[src/ucm_pkg.sv]
// Shared types, constants and case-mapping tables for the Unicode case mapper.
package ucm_pkg;

    localparam int CP_W = 21;

    typedef logic [CP_W-1:0] t_cp;

    typedef struct packed {
        t_cp ub;
        t_cp ue;
        t_cp lb;
        t_cp le;
    } t_range_row;

    typedef struct packed {
        t_cp up;
        t_cp lo;
    } t_pair_row;

    typedef struct packed {
        t_cp up;
        t_cp title;
        t_cp lo;
    } t_triple_row;

    // Mapping under the current mode flags, and the mapping with both flags clear.
    typedef struct packed {
        t_cp moded;
        t_cp plain;
    } t_map_res;

    localparam t_cp CAP_SIGMA   = 21'h003A3;
    localparam t_cp FINAL_SIGMA = 21'h003C2;

    localparam int N_OFFSET  = 11;
    localparam int N_ALT     = 17;
    localparam int N_DIRECT  = 21;
    localparam int N_DIGRAPH = 4;

    localparam t_range_row OFFSET_ROWS [N_OFFSET] = '{
        '{21'h00041, 21'h0005A, 21'h00061, 21'h0007A},
        '{21'h000C0, 21'h000D6, 21'h000E0, 21'h000F6},
        '{21'h000D8, 21'h000DE, 21'h000F8, 21'h000FE},
        '{21'h00388, 21'h0038A, 21'h003AD, 21'h003AF},
        '{21'h0038C, 21'h0038F, 21'h003CC, 21'h003CE},
        '{21'h00391, 21'h003A1, 21'h003B1, 21'h003C1},
        '{21'h003A3, 21'h003AB, 21'h003C3, 21'h003CB},
        '{21'h003D8, 21'h003DC, 21'h003D9, 21'h003DD},
        '{21'h003DE, 21'h003EE, 21'h003DF, 21'h003EF},
        '{21'h00410, 21'h0042F, 21'h00430, 21'h0044F},
        '{21'h00400, 21'h0040F, 21'h00450, 21'h0045F}
    };

    localparam t_range_row ALT_ROWS [N_ALT] = '{
        '{21'h00100, 21'h0012E, 21'h00101, 21'h0012F},
        '{21'h00132, 21'h00136, 21'h00133, 21'h00137},
        '{21'h00139, 21'h00147, 21'h0013A, 21'h00148},
        '{21'h0014A, 21'h00176, 21'h0014B, 21'h00177},
        '{21'h00179, 21'h0017D, 21'h0017A, 21'h0017E},
        '{21'h001A0, 21'h001A4, 21'h001A1, 21'h001A5},
        '{21'h001CD, 21'h001DB, 21'h001CE, 21'h001DC},
        '{21'h001DE, 21'h001EE, 21'h001DF, 21'h001EF},
        '{21'h001F8, 21'h0021E, 21'h001F9, 21'h0021F},
        '{21'h00222, 21'h00232, 21'h00223, 21'h00233},
        '{21'h00246, 21'h0024E, 21'h00247, 21'h0024F},
        '{21'h01E02, 21'h01E84, 21'h01E03, 21'h01E85},
        '{21'h00370, 21'h00376, 21'h00371, 21'h00377},
        '{21'h00460, 21'h00480, 21'h00461, 21'h00481},
        '{21'h0048A, 21'h004BE, 21'h0048B, 21'h004BF},
        '{21'h004C1, 21'h004CD, 21'h004C2, 21'h004CE},
        '{21'h004D0, 21'h004FE, 21'h004D1, 21'h004FF}
    };

    localparam t_pair_row DIRECT_ROWS [N_DIRECT] = '{
        '{21'h00178, 21'h000FF}, '{21'h00182, 21'h00183}, '{21'h00184, 21'h00185},
        '{21'h00187, 21'h00188}, '{21'h0018B, 21'h0018C}, '{21'h00191, 21'h00192},
        '{21'h00198, 21'h00199}, '{21'h001A7, 21'h001A8}, '{21'h001AC, 21'h001AD},
        '{21'h001AF, 21'h001B0}, '{21'h001B3, 21'h001B4}, '{21'h001B5, 21'h001B6},
        '{21'h001B8, 21'h001B9}, '{21'h001BC, 21'h001BD}, '{21'h001F4, 21'h001F5},
        '{21'h0023B, 21'h0023C}, '{21'h00241, 21'h00242}, '{21'h01EF2, 21'h01EF3},
        '{21'h00386, 21'h003AC}, '{21'h003F7, 21'h003F8}, '{21'h003FA, 21'h003FB}
    };

    localparam t_triple_row DIGRAPH_ROWS [N_DIGRAPH] = '{
        '{21'h001C4, 21'h001C5, 21'h001C6},
        '{21'h001C7, 21'h001C8, 21'h001C9},
        '{21'h001CA, 21'h001CB, 21'h001CC},
        '{21'h001F1, 21'h001F2, 21'h001F3}
    };

endpackage

[src/ucm_map_upper.sv]
// Uppercase mapping of one code point against the constant tables.
module ucm_map_upper (
    input  ucm_pkg::t_cp      i_code,
    input  logic              i_title,
    output ucm_pkg::t_map_res o_map
);
    import ucm_pkg::*;

    logic [N_OFFSET-1:0]  off_hit;
    logic [N_ALT-1:0]     alt_hit;
    logic [N_DIRECT-1:0]  dir_hit;
    logic [N_DIGRAPH-1:0] dg_title_hit;
    logic [N_DIGRAPH-1:0] dg_plain_hit;
    t_cp                  off_val;
    t_cp                  dir_val;
    t_cp                  dg_title_val;
    t_cp                  dg_plain_val;
    t_cp                  base_val;
    logic                 base_hit;

    // The first matching row of each table wins, so the scans that pick a value run from the last row down.
    always_comb begin
        off_val      = i_code;
        dir_val      = i_code;
        dg_title_val = i_code;
        dg_plain_val = i_code;
        for (int i = N_OFFSET - 1; i >= 0; i--) begin
            off_hit[i] = (i_code >= OFFSET_ROWS[i].lb) && (i_code <= OFFSET_ROWS[i].le);
            if (off_hit[i]) begin
                off_val = i_code - OFFSET_ROWS[i].lb + OFFSET_ROWS[i].ub;
            end
        end
        for (int i = 0; i < N_ALT; i++) begin
            alt_hit[i] = (i_code >= ALT_ROWS[i].lb) && (i_code <= ALT_ROWS[i].le)
                         && (i_code[0] == ALT_ROWS[i].lb[0]);
        end
        for (int i = N_DIRECT - 1; i >= 0; i--) begin
            dir_hit[i] = (i_code == DIRECT_ROWS[i].lo);
            if (dir_hit[i]) begin
                dir_val = DIRECT_ROWS[i].up;
            end
        end
        for (int i = N_DIGRAPH - 1; i >= 0; i--) begin
            dg_title_hit[i] = (i_code == DIGRAPH_ROWS[i].up) || (i_code == DIGRAPH_ROWS[i].lo);
            dg_plain_hit[i] = (i_code == DIGRAPH_ROWS[i].title)
                              || (i_code == DIGRAPH_ROWS[i].lo);
            if (dg_title_hit[i]) begin
                dg_title_val = DIGRAPH_ROWS[i].title;
            end
            if (dg_plain_hit[i]) begin
                dg_plain_val = DIGRAPH_ROWS[i].up;
            end
        end
    end

    always_comb begin
        base_hit = 1'b1;
        priority if (|off_hit) begin
            base_val = off_val;
        end else if (|alt_hit) begin
            base_val = i_code - t_cp'(1);
        end else if (|dir_hit) begin
            base_val = dir_val;
        end else if (i_code == FINAL_SIGMA) begin
            base_val = CAP_SIGMA;
        end else begin
            base_val = i_code;
            base_hit = 1'b0;
        end
    end

    always_comb begin
        priority if (base_hit) begin
            o_map.plain = base_val;
            o_map.moded = base_val;
        end else begin
            o_map.plain = (|dg_plain_hit) ? dg_plain_val : i_code;
            if (i_title) begin
                o_map.moded = (|dg_title_hit) ? dg_title_val : i_code;
            end else begin
                o_map.moded = (|dg_plain_hit) ? dg_plain_val : i_code;
            end
        end
    end

endmodule

[src/ucm_map_lower.sv]
// Lowercase mapping of one code point against the constant tables.
module ucm_map_lower (
    input  ucm_pkg::t_cp      i_code,
    input  logic              i_final,
    output ucm_pkg::t_map_res o_map
);
    import ucm_pkg::*;

    logic [N_OFFSET-1:0]  off_hit;
    logic [N_ALT-1:0]     alt_hit;
    logic [N_DIRECT-1:0]  dir_hit;
    logic [N_DIGRAPH-1:0] dg_hit;
    t_cp                  off_val;
    t_cp                  dir_val;
    t_cp                  dg_val;

    // The first matching row of each table wins, so the scans that pick a value run from the last row down.
    always_comb begin
        off_val = i_code;
        dir_val = i_code;
        dg_val  = i_code;
        for (int i = N_OFFSET - 1; i >= 0; i--) begin
            off_hit[i] = (i_code >= OFFSET_ROWS[i].ub) && (i_code <= OFFSET_ROWS[i].ue);
            if (off_hit[i]) begin
                off_val = i_code - OFFSET_ROWS[i].ub + OFFSET_ROWS[i].lb;
            end
        end
        for (int i = 0; i < N_ALT; i++) begin
            alt_hit[i] = (i_code >= ALT_ROWS[i].ub) && (i_code <= ALT_ROWS[i].ue)
                         && (i_code[0] == ALT_ROWS[i].ub[0]);
        end
        for (int i = N_DIRECT - 1; i >= 0; i--) begin
            dir_hit[i] = (i_code == DIRECT_ROWS[i].up);
            if (dir_hit[i]) begin
                dir_val = DIRECT_ROWS[i].lo;
            end
        end
        for (int i = N_DIGRAPH - 1; i >= 0; i--) begin
            dg_hit[i] = (i_code == DIGRAPH_ROWS[i].up) || (i_code == DIGRAPH_ROWS[i].title);
            if (dg_hit[i]) begin
                dg_val = DIGRAPH_ROWS[i].lo;
            end
        end
    end

    always_comb begin
        priority if (|off_hit) begin
            o_map.plain = off_val;
        end else if (|alt_hit) begin
            o_map.plain = i_code + t_cp'(1);
        end else if (|dir_hit) begin
            o_map.plain = dir_val;
        end else if (|dg_hit) begin
            o_map.plain = dg_val;
        end else begin
            o_map.plain = i_code;
        end
        o_map.moded = (i_final && (i_code == CAP_SIGMA)) ? FINAL_SIGMA : o_map.plain;
    end

endmodule

[src/unicode_case_mapper_core.sv]
// Top level of the Unicode case mapper: request register, mapping logic and result register.
// The block maps one code point per clock cycle and never stalls: o_busy is always low, so a
// request is taken at every edge where i_start is high. Each result appears on the o_ result
// ports for exactly one cycle, marked by o_valid; it passes through the request register and
// then the result register, with the table compare logic between them. Results come out in
// request order and cannot be held off by the receiver.
module unicode_case_mapper_core (
    input  logic         i_clk,
    input  logic         i_rst_n,
    input  logic         i_start,
    output logic         o_busy,
    input  ucm_pkg::t_cp i_code_point,
    input  logic         i_titlecase_mode,
    input  logic         i_final_sigma_mode,
    output logic         o_valid,
    output ucm_pkg::t_cp o_upper_code,
    output ucm_pkg::t_cp o_lower_code,
    output logic         o_is_upper_flag,
    output logic         o_is_lower_flag
);
    import ucm_pkg::*;

    logic     r_in_valid;
    t_cp      r_cp;
    logic     r_title;
    logic     r_final;
    logic     r_out_valid;
    t_cp      r_upper;
    t_cp      r_lower;
    logic     r_is_upper;
    logic     r_is_lower;
    logic     n_in_valid;
    t_map_res upper_map;
    t_map_res lower_map;

    assign o_busy     = 1'b0;
    assign n_in_valid = i_start && !o_busy;

    always_ff @(posedge i_clk) begin
        if (!i_rst_n) begin
            r_in_valid  <= 1'b0;
            r_out_valid <= 1'b0;
        end else begin
            r_in_valid  <= n_in_valid;
            r_out_valid <= r_in_valid;
        end
    end

    always_ff @(posedge i_clk) begin
        if (n_in_valid) begin
            r_cp    <= i_code_point;
            r_title <= i_titlecase_mode;
            r_final <= i_final_sigma_mode;
        end
        if (r_in_valid) begin
            r_upper    <= upper_map.moded;
            r_lower    <= lower_map.moded;
            r_is_upper <= (lower_map.plain != r_cp);
            r_is_lower <= (upper_map.plain != r_cp);
        end
    end

    ucm_map_upper u_map_upper (
        .i_code  (r_cp),
        .i_title (r_title),
        .o_map   (upper_map)
    );

    ucm_map_lower u_map_lower (
        .i_code  (r_cp),
        .i_final (r_final),
        .o_map   (lower_map)
    );

    assign o_valid         = r_out_valid;
    assign o_upper_code    = r_upper;
    assign o_lower_code    = r_lower;
    assign o_is_upper_flag = r_is_upper;
    assign o_is_lower_flag = r_is_lower;

endmodule

[config.mk]
export PLATFORM = sky130hd
export DESIGN_NAME = unicode_case_mapper_core
export DESIGN_NICKNAME = d
export VERILOG_FILES = /design/src/ucm_pkg.sv /design/src/ucm_map_upper.sv /design/src/ucm_map_lower.sv /design/src/unicode_case_mapper_core.sv
export SDC_FILE = /design/constraint.sdc
export NUM_CORES = 1
export LEC_CHECK = 0
export ABC_AREA = 1
export CORE_UTILIZATION = 45
export DETAILED_ROUTE_END_ITERATION = 16
export DONT_BUFFER_PORTS = 1
export GPL_ROUTABILITY_DRIVEN = 0
export GPL_TIMING_DRIVEN = 0
export HOLD_SLACK_MARGIN = 0.03
export PLACE_DENSITY = 0.59
export SLEW_MARGIN = 30
export SYNTH_ARGS = -nofsm -noshare
export SYNTH_HDL_FRONTEND = slang
export SYNTH_HIERARCHICAL = 1
export SYNTH_SLANG_ARGS = --single-unit
[constraint.sdc]
create_clock -name i_clk -period 5.3 [get_ports i_clk]
set_input_delay 0.265 -clock i_clk [delete_from_list [all_inputs] [get_ports i_clk]]
set_output_delay 0.265 -clock i_clk [all_outputs]
set_load 0.005 [all_outputs]
==> summary.txt <==
HP Class: in -> reg
Layout net count: 2,565
Maxcap violations: 0
YS warnings: 6
WHS Endpoint: r_in_valid$_SDFF_PN0_
Cell accounting for the most synthesized area: nand2_1
CP most frequent cell: nand2_1
Area share of the leading cell type in the synthesized netlist: 21.6%
Worst-margin pin slew: 1060 ps
Clk network pwr share: 31.8%
Max Fclk: 195 MHz
Number of flops mapped to enable cells by yosys: 67
Detail-routed via count per cell: 6.16
Drt drc: 1
N_diodes: 0
Sequential share of power: 32.1%
Final setup margin: 175 ps
Worst hold margin: 38.3 ps
Final setup fails: 0
Reg clk slew, reported paths: 50 ps
Die Y: 175 um
CP top delay family: simple AND/OR/NAND/NOR gates
Crit path kind: reg -> reg
Area Growth Syn to Fin: 8.87%
Data arrival time of the worst path: 5200 ps
DR pass1 iterations: 14
Setup slack, reg-to-reg: 170 ps
Pre-CTS setup slack: 108 ps
Reg2reg start: r_cp[1]$_DFFE_PP_
VDD IR-drop max: 132 uV
Synthesized flop and latch total: 69
Initial core utilization: 45.6%
Num CTS Buffers: 9
Top layer in use: met4
Syn_nets: 2,523
Worst-skew pair later-pin latency: 330 ps
Die area: 30,700 um2
Sequential-to-total area share from yosys stat: 15.2%
Crit path buffers/inverters: 4
Drt total wl: 62.3 mm
Fin. Hold Viols: 0
Slowest-stage cell, CP: edfxtp_1
Critical Path Sink Type: register
CTS tree: yes
Sink Count: 69
Wire length on met2: 25.7 mm
Met1 WL: 24.0 mm
Worst flop-to-flop path endpoint: o_is_lower_flag$_DFFE_PP_
Drt first-iter violations: 2,926
GRT Util Overall: 39.6%
RSZ-0062 raised after global routing: false
I/O pins: 72
Core Footprint: 29,600 um2
Vias in the first global route: 16,200
Max clock buf depth: 2
Hold Crit Start: i_rst_n
CP Max Fanout: 14
Leakage: 7.49 nW
Worst Path Required: 5370 ps
Synth area leaders: nand2_1 (22%), edfxtp_1 (15%), nand3_1 (9.7%)
Root Driver: clkbuf_16
Internal: 1.39 mW
Main synth FF type: edfxtp_1
Die Wd: 175 um
R2R depth: 24
Fin area: 14,700 um2
Met3 wire len: 8.29 mm
Psw: 0.936 mW
Pin count of the biggest net entering global routing: 46
Worst Setup Start Kind: register
H-tree depth: 3
Post-DP HPWL: 48.3 mm
Slew headroom: 27.8%
Global-route wire length before repair: 93.4 mm
GRT Residual Overflow: 0
Gate Count Post-Synth: 2,461
P per Cell Area: 159 nW/um2
Distinct cells, synth: 65
Switch share: 40.2%
Max incr delay on CP: 980 ps
Period Utilization, post-route: 96.7%
Via Count: 17,900
Row count: 63
Post-DP Area: 14,000 um2
Fin crit period: 5130 ps
Port-buffer cells: 0
Failing checks: design-rule violations
Synth Area per Inst: 5.48 um2
Share of cells above drive strength 1: 8.69%
Hold path depth: 2
Antenna violations before repair: 0
Comb power frac: 36.1%
ANT nets after route: 0
Fin. max-slew vios: 0
Crit path cell chain: clkinvlp_4, ha_1, nand2_1, nor3_1, nand2_1, nand4_1, nand2_1, nand2_1, nor2_2, nand4_2, nand2_1, inv_1, nand2_1, nand2_1, inv_1, nand2_1, nand2_1, inv_1, nand2_1, nand2_1, nor2_1, nand2_1, nor2_1, nand3_1
Synth async-reset ratio: 0%
Status: finished, violations left
Fillers: 3,273
Post-Syn Area: 13,500 um2
Clock Skew: 8.14 ps
Wirelength per Cell: 21.5 um
## worst max-delay path by stage
stage | cells after the start | endpoint | start | slack [ps]
floorplan | 22 | o_is_lower_flag$_DFFE_PP_ | r_cp[5]$_DFFE_PP_ | 1550
finish | 24 | o_is_lower_flag$_DFFE_PP_ | r_cp[1]$_DFFE_PP_ | 170
detailed placement | 27 | o_is_lower_flag$_DFFE_PP_ | r_cp[4]$_DFFE_PP_ | 110
CTS | 27 | o_is_lower_flag$_DFFE_PP_ | r_cp[4]$_DFFE_PP_ | 70
global placement | 25 | o_is_lower_flag$_DFFE_PP_ | r_cp[5]$_DFFE_PP_ | -220
global route | 24 | o_is_lower_flag$_DFFE_PP_ | r_cp[1]$_DFFE_PP_ | 90
## power groups by stage
stage	clock [mW]	sequential [mW]	combinational, mW
finish	0.740	0.748	0.840
global route	0.769	0.751	0.898
floorplan	0	0.714	0.530
global placement	0	0.767	0.753
detailed placement	0	0.762	0.765
CTS	0.748	0.752	0.784
## cell families after synthesis
family                     Yosys count  share of synthesized area (%)
other                                1                         0.0278
buffers and inverters              432                           13.2
and+or+nand+nor                   1583                           52.9
DFF                                 69                           15.2
AOI/OAI and AO/OA                  309                           13.3
adders and majority gates           36                           3.34
xor gates and xnor gates            31                           2.01
## cells in the final DEF, fill, tap and decap left out, drive strengths merged, types with 23 or more instances in the layout
master and instances:
nand2 815, inv 352, nor2 350, nand3 268, o21ai 166, nand4 78
a21oi 74, edfxtp 67, nor3 50, buf 47, clkbuf 39, ha 36
dlygate4sd3 26, xor2 26, o211ai 23
## synth_stat cells (14+ instances only)
cell type and number:
nor2_4 14, clkbuf_1 31, nand2_1 775, nor3_1 40, buf_4 15, nor2_2 29, ha_1 36, o21ai_1 40
edfxtp_1 67, o21ai_0 123, o211ai_1 22, inv_1 315, xor2_1 26, nand2_4 14, nand3_1 262, inv_2 34
nand4_1 76, a21oi_1 72, nor2_1 303, nand2_2 26
## layout make-up
| type | count | area, um2 | area share (%) |
|---|---|---|---|
| Sequential cell | 69 | 2060 | 14.0 |
| Buffer | 71 | 415 | 2.83 |
| Timing Repair Buffer | 32 | 329 | 2.24 |
| Tap cell | 390 | 488 | 3.32 |
| Inverter | 360 | 1370 | 9.31 |
| Multi-Input combinational cell | 1960 | 9660 | 65.8 |
| Clock buffer | 9 | 225 | 1.53 |
| Clock inverter | 7 | 145 | 0.988 |
## sequential cells by signal, summed over array words and instances (netlist names)
signal,flops
o_is_upper_flag,1
o_valid,1
r_final,1
o_upper_code,21
r_cp,21
r_title,1
o_is_lower_flag,1
o_lower_code,21
r_in_valid,1
## worst reg2reg max path: stages, from the launching register on
cell and delay [ps]:
edfxtp_1 980, clkinvlp_4 670, ha_1 400, nand2_1 260, nor3_1 160, nand2_1 100
nand4_1 70, nand2_1 250, nand2_1 270, nor2_2 210, nand4_2 290, nand2_1 240
inv_1 70, nand2_1 60, nand2_1 60, inv_1 50, nand2_1 80, nand2_1 150
inv_1 60, nand2_1 50, nand2_1 70, nor2_1 80, nand2_1 70, nor2_1 80
nand3_1 80
## repair_timing
| item | CTS | global route |
|---|---|---|
| resized for setup | 0 | 4 |
| endpoints found under the hold margin | 25 | 5 |
| buffers inserted | 0 | 4 |
| endpoints found under the setup margin | 0 | 1 |
| hold buffers | 25 | 1 |
## routing by layer
layer / up-vias / track usage (%)
li1: 8079 / -
met1: 8031 / 51.2
met2: 1386 / 60.1
met3: 356 / 9.05
met4: 0 / 22.8
met5: - / 0
## stage by stage
stage,TNS (ps),util [%],total power [mW],std cells
2_1_floorplan,0,-,1.24,2461
3_3_place_gp,-224,47.3,1.52,2851
3_5_place_dp,0,47.4,1.53,2853
4_1_cts,0,49.5,2.28,2894
5_1_grt,0,49.7,2.42,2898
6_report,0,49.7,2.33,2898
No activity file was read; power rests on OpenSTA's default activity.
